--- config.mk ---
export PLATFORM = sky130hd
export DESIGN_NAME = sorted_table_first_fit_allocator
export DESIGN_NICKNAME = d
export VERILOG_FILES = /design/src/sv/stffa_pkg.sv /design/src/sv/stffa_datapath.sv /design/src/sv/stffa_ctrl.sv /design/src/sv/sorted_table_first_fit_allocator.sv
export SDC_FILE = /design/constraint.sdc
export NUM_CORES = 2
export LEC_CHECK = 0
export BUFFER_PORTS_ARGS = -buffer_cell sky130_fd_sc_hd__buf_2
export CAP_MARGIN = 20
export CORE_ASPECT_RATIO = 0.75
export CORE_MARGIN = 1.5
export CORE_UTILIZATION = 45
export DETAILED_ROUTE_END_ITERATION = 8
export GPL_TIMING_DRIVEN = 1
export SKIP_LAST_GASP = 1
export SYNTH_ARGS = -nofsm -noshare
export SYNTH_HDL_FRONTEND = slang
export SYNTH_HIERARCHICAL = 1
export SYNTH_SLANG_ARGS = --single-unit
--- constraint.sdc ---
create_clock -name clk -period 23.9 [get_ports clk]
set_input_delay 4.78 -clock clk [delete_from_list [all_inputs] [get_ports clk]]
set_output_delay 4.78 -clock clk [all_outputs]
set_load 0.02 [all_outputs]
--- src/sv/stffa_pkg.sv ---
// Package for the sorted-table first-fit allocator.
// Holds the request and result structs, status and mode codes.
// No dependencies.
`default_nettype none
package stffa_pkg;

    localparam int LEN_W = 13;
    localparam int OFF_W = 12;

    typedef enum logic [1:0] {
        MODE_ALLOC = 2'd0,
        MODE_FREE  = 2'd1,
        MODE_QUERY = 2'd2,
        MODE_NONE  = 2'd3
    } mode_t;

    typedef enum logic [1:0] {
        ST_OK       = 2'd0,
        ST_FULL     = 2'd1,
        ST_NOSPACE  = 2'd2,
        ST_NOTFOUND = 2'd3
    } status_t;

    typedef struct packed {
        logic [1:0]       mode;
        logic [LEN_W-1:0] requested_length;
        logic [OFF_W-1:0] location;
    } request_t;

    typedef struct packed {
        logic [1:0]       status;
        logic [OFF_W-1:0] granted_offset;
        logic [LEN_W-1:0] found_length;
        logic [4:0]       peak_entries;
        logic [LEN_W-1:0] peak_words_used;
    } result_t;

    // Commands from the controller to the datapath.
    typedef struct packed {
        logic load;
        logic evaluate;
        logic commit;
        logic sum_step;
        logic finish;
    } ctrl_t;

    // Status from the datapath to the controller.
    typedef struct packed {
        logic sum_done;
        logic is_alloc;
    } dp_status_t;

endpackage
`default_nettype wire

--- src/sv/stffa_datapath.sv ---
// Datapath of the sorted-table first-fit allocator: entry table, gap search,
// shift, usage sum and peak registers. Depends on stffa_pkg.
`default_nettype none
module stffa_datapath #(
    parameter int TABLE_ENTRIES = 16,
    parameter int POOL_WORDS    = 4096
) (
    input  wire logic                 clk,
    input  wire logic                 rst_n,
    input  wire stffa_pkg::request_t  req_in,
    input  wire stffa_pkg::ctrl_t     ctrl,
    output stffa_pkg::dp_status_t     dp_status,
    output stffa_pkg::result_t        result_out
);

    localparam int IDX_W = (TABLE_ENTRIES > 1) ? $clog2(TABLE_ENTRIES) : 1;
    localparam int CNT_W = $clog2(TABLE_ENTRIES + 1);
    localparam int LW = stffa_pkg::LEN_W;
    localparam int OW = stffa_pkg::OFF_W;
    localparam int SUM_W = LW + CNT_W;
    localparam logic [LW:0] POOL = (LW + 1)'(POOL_WORDS);

    logic [OW-1:0] base_reg [TABLE_ENTRIES];
    logic [LW-1:0] len_reg  [TABLE_ENTRIES];
    logic [TABLE_ENTRIES-1:0] valid_reg;

    stffa_pkg::request_t req_reg;
    logic [TABLE_ENTRIES-1:0] hit_reg;
    logic [TABLE_ENTRIES-1:0] fit_reg;
    logic [LW:0] gap_end_reg [TABLE_ENTRIES];
    logic [1:0] status_reg;
    logic [OW-1:0] granted_reg;
    logic [LW-1:0] found_reg;
    logic [IDX_W-1:0] sum_idx_reg;
    logic [SUM_W-1:0] sum_reg;
    logic [CNT_W-1:0] cnt_reg;
    logic [4:0] peak_cnt_reg;
    logic [LW-1:0] peak_use_reg;
    logic sum_done_reg;

    logic [TABLE_ENTRIES-1:0] hit_c, fit_c;
    logic [LW:0] end_c [TABLE_ENTRIES];

    // Gap test for every slot in parallel; prev end for slot 0 is zero.
    always_comb
    begin
        for (int i = 0; i < TABLE_ENTRIES; i++) begin
            logic [LW:0] pe;
            logic [LW:0] nb;
            logic [LW:0] rl;
            pe = (i == 0) ? '0 : ({1'b0, LW'(base_reg[(i == 0) ? 0 : i - 1])}
                 + {1'b0, len_reg[(i == 0) ? 0 : i - 1]});
            nb = valid_reg[i] ? (LW + 1)'(base_reg[i]) : POOL;
            rl = {1'b0, req_reg.requested_length};
            end_c[i] = pe;
            fit_c[i] = (i == 0 || valid_reg[(i == 0) ? 0 : i - 1])
                       && (nb >= pe) && (nb - pe >= rl);
            hit_c[i] = valid_reg[i] && (base_reg[i] == req_reg.location);
        end
    end

    logic                     any_fit, any_hit;
    logic [IDX_W-1:0]         fit_idx, hit_idx;
    always_comb
    begin
        fit_idx = '0;
        hit_idx = '0;
        any_fit = 1'b0;
        any_hit = 1'b0;
        for (int i = TABLE_ENTRIES - 1; i >= 0; i--) begin
            if (fit_reg[i]) begin
                fit_idx = IDX_W'(i);
                any_fit = 1'b1;
            end
            if (hit_reg[i]) begin
                hit_idx = IDX_W'(i);
                any_hit = 1'b1;
            end
        end
    end

    logic alloc_ok;
    assign alloc_ok = !valid_reg[TABLE_ENTRIES-1]
                      && req_reg.requested_length != '0
                      && {1'b0, req_reg.requested_length} <= POOL && any_fit;

    always_ff @(posedge clk)
    begin
        if (ctrl.load)
            req_reg <= req_in;
        if (ctrl.evaluate) begin
            hit_reg <= hit_c;
            fit_reg <= fit_c;
            for (int i = 0; i < TABLE_ENTRIES; i++)
                gap_end_reg[i] <= end_c[i];
        end
        if (ctrl.commit) begin
            unique case (stffa_pkg::mode_t'(req_reg.mode))
                stffa_pkg::MODE_ALLOC:
                begin
                    found_reg <= '0;
                    if (valid_reg[TABLE_ENTRIES-1]) begin
                        status_reg <= stffa_pkg::ST_FULL;
                        granted_reg <= '0;
                    end
                    else if (!alloc_ok) begin
                        status_reg <= stffa_pkg::ST_NOSPACE;
                        granted_reg <= '0;
                    end
                    else begin
                        status_reg <= stffa_pkg::ST_OK;
                        granted_reg <= OW'(gap_end_reg[fit_idx]);
                        for (int j = 0; j < TABLE_ENTRIES; j++) begin
                            if (j > fit_idx && j > 0) begin
                                base_reg[j] <= base_reg[(j == 0) ? 0 : j - 1];
                                len_reg[j]  <= len_reg[(j == 0) ? 0 : j - 1];
                            end
                        end
                        base_reg[fit_idx] <= OW'(gap_end_reg[fit_idx]);
                        len_reg[fit_idx]  <= req_reg.requested_length;
                    end
                end
                stffa_pkg::MODE_FREE:
                begin
                    granted_reg <= '0;
                    found_reg <= '0;
                    status_reg <= any_hit ? stffa_pkg::ST_OK : stffa_pkg::ST_NOTFOUND;
                    if (any_hit)
                        for (int j = 0; j < TABLE_ENTRIES - 1; j++)
                            if (j >= hit_idx) begin
                                base_reg[j] <= base_reg[j+1];
                                len_reg[j]  <= len_reg[j+1];
                            end
                end
                stffa_pkg::MODE_QUERY:
                begin
                    granted_reg <= '0;
                    status_reg <= any_hit ? stffa_pkg::ST_OK : stffa_pkg::ST_NOTFOUND;
                    found_reg <= any_hit ? len_reg[hit_idx] : '0;
                end
                default:
                begin
                    granted_reg <= '0;
                    found_reg <= '0;
                    status_reg <= stffa_pkg::ST_NOTFOUND;
                end
            endcase
        end
    end

    always_ff @(posedge clk or negedge rst_n)
    begin
        if (!rst_n) begin
            valid_reg <= '0;
            peak_cnt_reg <= '0;
            peak_use_reg <= '0;
            sum_idx_reg <= '0;
            sum_reg <= '0;
            cnt_reg <= '0;
            sum_done_reg <= 1'b0;
        end else begin
            if (ctrl.commit) begin
                sum_idx_reg <= '0;
                sum_reg <= '0;
                cnt_reg <= '0;
                sum_done_reg <= 1'b0;
                if (req_reg.mode == stffa_pkg::MODE_ALLOC && alloc_ok)
                    valid_reg <= {valid_reg[TABLE_ENTRIES-2:0], 1'b1};
                else if (req_reg.mode == stffa_pkg::MODE_FREE && any_hit)
                    valid_reg <= {1'b0, valid_reg[TABLE_ENTRIES-1:1]};
            end
            if (ctrl.sum_step && !sum_done_reg) begin
                if (valid_reg[sum_idx_reg]) begin
                    sum_reg <= sum_reg + SUM_W'(len_reg[sum_idx_reg]);
                    cnt_reg <= cnt_reg + 1'b1;
                end
                if (sum_idx_reg == IDX_W'(TABLE_ENTRIES - 1))
                    sum_done_reg <= 1'b1;
                else
                    sum_idx_reg <= sum_idx_reg + 1'b1;
            end
            if (ctrl.finish && req_reg.mode == stffa_pkg::MODE_ALLOC) begin
                if (5'(cnt_reg) > peak_cnt_reg)
                    peak_cnt_reg <= 5'(cnt_reg);
                if (sum_reg > SUM_W'(peak_use_reg))
                    peak_use_reg <= LW'(sum_reg);
            end
        end
    end

    assign dp_status.sum_done = sum_done_reg;
    assign dp_status.is_alloc = (req_reg.mode == stffa_pkg::MODE_ALLOC);

    assign result_out.status = status_reg;
    assign result_out.granted_offset = granted_reg;
    assign result_out.found_length = found_reg;
    assign result_out.peak_entries = peak_cnt_reg;
    assign result_out.peak_words_used = peak_use_reg;

endmodule
`default_nettype wire

--- src/sv/stffa_ctrl.sv ---
// Controller of the sorted-table first-fit allocator.
// Sequences load, evaluate, commit, usage sum (allocate only), finish and reply. Depends on stffa_pkg.
`default_nettype none
module stffa_ctrl (
    input  wire logic                   clk,
    input  wire logic                   rst_n,
    input  wire logic                   start,
    input  wire stffa_pkg::dp_status_t  dp_status,
    output stffa_pkg::ctrl_t            ctrl,
    output logic                        busy,
    output logic                        done
);

    typedef enum logic [5:0] {
        S_IDLE   = 6'b000001,
        S_EVAL   = 6'b000010,
        S_COMMIT = 6'b000100,
        S_SUM    = 6'b001000,
        S_FINISH = 6'b010000,
        S_REPLY  = 6'b100000
    } state_t;

    state_t state_reg, state_next;

    always_comb
    begin
        state_next = state_reg;
        ctrl = '0;
        unique case (state_reg)
            S_IDLE:
            begin
                ctrl.load = start;
                if (start)
                    state_next = S_EVAL;
            end
            S_EVAL:
            begin
                ctrl.evaluate = 1'b1;
                state_next = S_COMMIT;
            end
            S_COMMIT:
            begin
                ctrl.commit = 1'b1;
                state_next = dp_status.is_alloc ? S_SUM : S_REPLY;
            end
            S_SUM:
            begin
                ctrl.sum_step = 1'b1;
                if (dp_status.sum_done)
                    state_next = S_FINISH;
            end
            S_FINISH:
            begin
                ctrl.finish = 1'b1;
                state_next = S_REPLY;
            end
            S_REPLY: state_next = S_IDLE;
            default: state_next = S_IDLE;
        endcase
    end

    always_ff @(posedge clk or negedge rst_n)
    begin
        if (!rst_n)
            state_reg <= S_IDLE;
        else
            state_reg <= state_next;
    end

    assign busy = (state_reg != S_IDLE);
    assign done = (state_reg == S_REPLY);

    a_onehot: assert property (@(posedge clk) disable iff (!rst_n) $onehot(state_reg))
        else $error("state register not one-hot");
    a_done_then_idle: assert property (@(posedge clk) disable iff (!rst_n)
        done |=> !busy)
        else $error("reply not followed by idle");
    a_start_busy: assert property (@(posedge clk) disable iff (!rst_n)
        (start && !busy) |=> busy)
        else $error("accepted request did not raise busy");

endmodule
`default_nettype wire

--- src/sv/sorted_table_first_fit_allocator.sv ---
// Top level of the sorted-table first-fit allocator.
// Instantiates stffa_ctrl and stffa_datapath; depends on stffa_pkg.
//
// Usage: drive request and raise start while busy is low; the request is
// accepted at that clock edge. Exactly one result follows, shown on result
// for one cycle while done is high; the receiver cannot stall and must take
// it then. busy stays high from acceptance through the done cycle.
// For free, query and unused modes the controller steps through evaluate,
// commit and reply. Allocate adds a usage sum after commit that walks the
// entry table one slot per cycle, then a finish step that updates the peak
// marks, before the reply. A new request is not taken while one is in
// progress: the controller returns to idle after the done cycle, and the
// next request is accepted from idle.
// Reset clears the valid bits, the peak marks and the controller; entry
// contents are not cleared and need no clearing pass.
`default_nettype none
module sorted_table_first_fit_allocator #(
    parameter int TABLE_ENTRIES = 16,
    parameter int POOL_WORDS    = 4096
) (
    input  wire logic                clk,
    input  wire logic                rst_n,
    input  wire logic                start,
    input  wire stffa_pkg::request_t request,
    output logic                     busy,
    output logic                     done,
    output stffa_pkg::result_t       result
);

    stffa_pkg::ctrl_t      ctrl;
    stffa_pkg::dp_status_t dp_status;

    stffa_ctrl u_ctrl (
        .clk(clk), .rst_n(rst_n), .start(start), .dp_status(dp_status),
        .ctrl(ctrl), .busy(busy), .done(done)
    );

    stffa_datapath #(.TABLE_ENTRIES(TABLE_ENTRIES), .POOL_WORDS(POOL_WORDS)) u_dp (
        .clk(clk), .rst_n(rst_n), .req_in(request), .ctrl(ctrl),
        .dp_status(dp_status), .result_out(result)
    );

endmodule
`default_nettype wire

==> results.txt <==
Area Growth Syn to Fin: 9.40%
Syn Inst Count: 6,431
Via density: 6.70
CP Max Fanout: 6
# hold bufs at CTS: 0
Total core area: 136,000 um2
Largest net degree at the start of global routing: 68
Storage cell area: 21,700 um2
Drt wl/cell: 33.8 um
1st-pass router iterations: 9
# fillers: 12,504
Setup_tns: 0 ns
H-tree depth: 3
Most common cell after layout, fill and taps aside: edfxtp_1
Hold_sp: u_dp/sum_reg[17]
Post-Syn Area: 62,100 um2
RR Endpoint: u_dp/fit_reg[10]
Multi-input gate area: 38,200 um2
Number of global-route vias before repair: 49,923
CP cell instances: nor4b_1 -> nand2_1 -> buf_2
Chip height: 325 um
Critical path type: reg2out
Static leakage: 28.2 nW
Post-cts resize count: 0
Status: complete, no violations
Total gr overflow: 0
Post-synth EDFFs: 666
Gp weighted congestion: 1.09
Skew-Pair Late Insertion Delay: 0.73 ns
Clock transition at the registers of the reported paths: 0.06 ns
Setup repair bufs after CTS: 0
Clock buffer count from CTS: 85
Worst Hold Class: reg2reg
CP max stage delay: 0.57 ns
R2R Path Start: u_dp/len_reg[9][0]
Final core utilization: 49.9%
Post-route DRC: 0
DR vias: 56,259
Post-Route WL: 284 mm
Min cycle time layout: 6.73 ns
Post-DP HPWL: 206 mm
Port bufs: 76
RSZ-0062 raised after global routing: false
Final nets: 7,145
Simple-gate area share of the yosys netlist: 14.3%
Mean Syn Cell Area: 9.66 um2
WHS Path Cells: 1
Post-synthesis sequential area ratio: 34.9%
Synth Flop Type: edfxtp_1
Worst slew pin tran: 1.39 ns
Pwr/cell area: 84.1 nW/um2
CTS tree: built
Main combinational cell family by area after synthesis: compound AO/OA/AOI/OAI gates
Max Buffers Root-to-Sink: 3
Root buf cell: clkbuf_16
Rel. slew slack: 7.01%
Die footprint: 140,000 um2
First-pass GRT wire length: 390 mm
Yosys warns: 6
Gr usage total: 39.4%
Adder-cell share of the synthesized area: 13.5%
FF-to-FF setup slack: 17.96 ns
Clock skew: 0.0277 ns
R2R cell count: 19
Post-Syn Nets: 7,112
Die X: 432 um
Starting density of the core: 45.6%
Num rows: 117
Complex-gate fraction of the synthesized area: 16.2%
Most frequent cells in the layout: 666 x edfxtp_1, 620 x ha_1, 614 x nand2_1, 423 x a21oi_1, 402 x o21ai_0
Slew Limit Fails: 0
Max Cap Viol: 0
Crit path capture type: output port
Crit path from: u_ctrl/state_reg[0]
CP startpoint kind: register
WP data required: 19.12 ns
Largest register FFs: 208
Initial antenna violation count: 39
Final Setup Violations: 0
Number of synthesized register bits: 734
CP top delay family: flip-flops
Hold Vio Cnt, Final: 0
Worst Path Buf+Inv: 1
Layout cells sized above 1: 9.59%
Antenna viol nets, final: 0
Async SR Flop Fraction: 9.26%
Max VDD drop: 54.9 uV
Endpoint, Worst Hold: u_dp/sum_reg[17]
Multiplexer area fraction after synthesis: 9.75%
Area share of xor/xnor cells in the synthesized design: 7.39%
CTS sink count: 734
Arrival time worst endpoint: 1.95 ns
I/O pin cnt: 77
Slowest-stage cell, CP: dfstp_2
Maximum clock frequency: 0.149 GHz
Final worst-path cycle share: 28.2%
Unique masters post-synth: 86
Drt initial violations: 9,724
[cells by family after synthesis]
| logic type | after synthesis |
|---|---|
| flip-flops | 734 |
| adder cells (fa/ha/maj) | 651 |
| XOR/XNOR | 524 |
| multiplexers | 481 |
| AND/OR/NAND/NOR | 1837 |
| AO/OA/AOI/OAI | 1592 |
| buffers and inverters | 612 |
[metal layers]
metal  wire (um)  track usage, %  up-vias
li1            -               -    23869
met5         337            1.13        -
met2      108000            51.1     4504
met3       47800            17.0      817
met4       15500            17.9       30
met1      113000            55.3    27039
[area by class of cell]
class / instances / share of cell area (%)
sequential: 734 / 31.9
tap: 1844 / 3.39
timing repair buffer: 229 / 2.45
multi-input combinational: 5085 / 56.2
clock inverter: 39 / 0.512
clock buffer: 119 / 3.61
inverter: 329 / 1.84
antenna: 23 / 0.0847
[cell usage after synthesis (138+ instances only)]
cell type  instances  area share, %
a21o_1           138            1.7
a21oi_1          424            3.4
and2_1           188            1.9
clkbuf_1         179            1.1
edfxtp_1         666             32
ha_1             620             12
inv_1            327            2.0
mux2i_1          317            5.1
nand2_1          615            3.7
nor2_1           387            2.3
o21ai_0          404            3.3
xnor2_1          321            4.5
xor2_1           203            2.9
[worst reg2reg max path: stages (launching register included)]
cell and delay [ns]:
edfxtp_1 0.60, ha_1 0.32, fa_1 0.40, a21o_1 0.19
a21oi_1 0.22, nand2b_1 0.13, a21boi_0 0.11, o41ai_1 0.66
xnor2_1 0.25, ha_1 0.42, inv_1 0.07, a311oi_1 0.36
o21a_1 0.18, o21ai_0 0.11, a21oi_1 0.20, xor2_1 0.10
ha_1 0.30, o211ai_1 0.09, o211ai_1 0.22, o311a_1 0.70
[report_power, final]
group,internal [mW],leakage (nW),total [mW],switching [mW]
Combinational,0.939,19.9,2.61,1.67
Clock,0.771,1.38,1.37,0.600
Sequential,1.56,6.97,1.74,0.179
[worst max-delay path by stage]
stage	depth (start not counted)	endpoint	slack, ns
4_1_cts	3	busy	17.15
3_3_place_gp	2	u_dp/req_reg[8]	17.82
3_5_place_dp	2	u_dp/req_reg[8]	17.80
6_report	3	busy	17.17
5_1_grt	3	busy	17.02
2_1_floorplan	4	u_dp/fit_reg[0]	6.65
[through the flow]
stage / hold WS [ns] / cells / setup slack, ns / total power [mW] / instance area, um2
6_report: 0.486 / 8402 / 17.17 / 5.72 / 68000
3_5_place_dp: 0.469 / 8212 / 17.80 / 4.25 / 64900
5_1_grt: 0.493 / 8382 / 17.02 / 5.93 / 67900
2_1_floorplan: 0.436 / 6431 / 6.65 / 3.35 / 62100
3_3_place_gp: 0.462 / 8208 / 17.82 / 4.20 / 64900
4_1_cts: 0.483 / 8370 / 17.15 / 5.60 / 67700
Power figures use the tool's default switching activity.
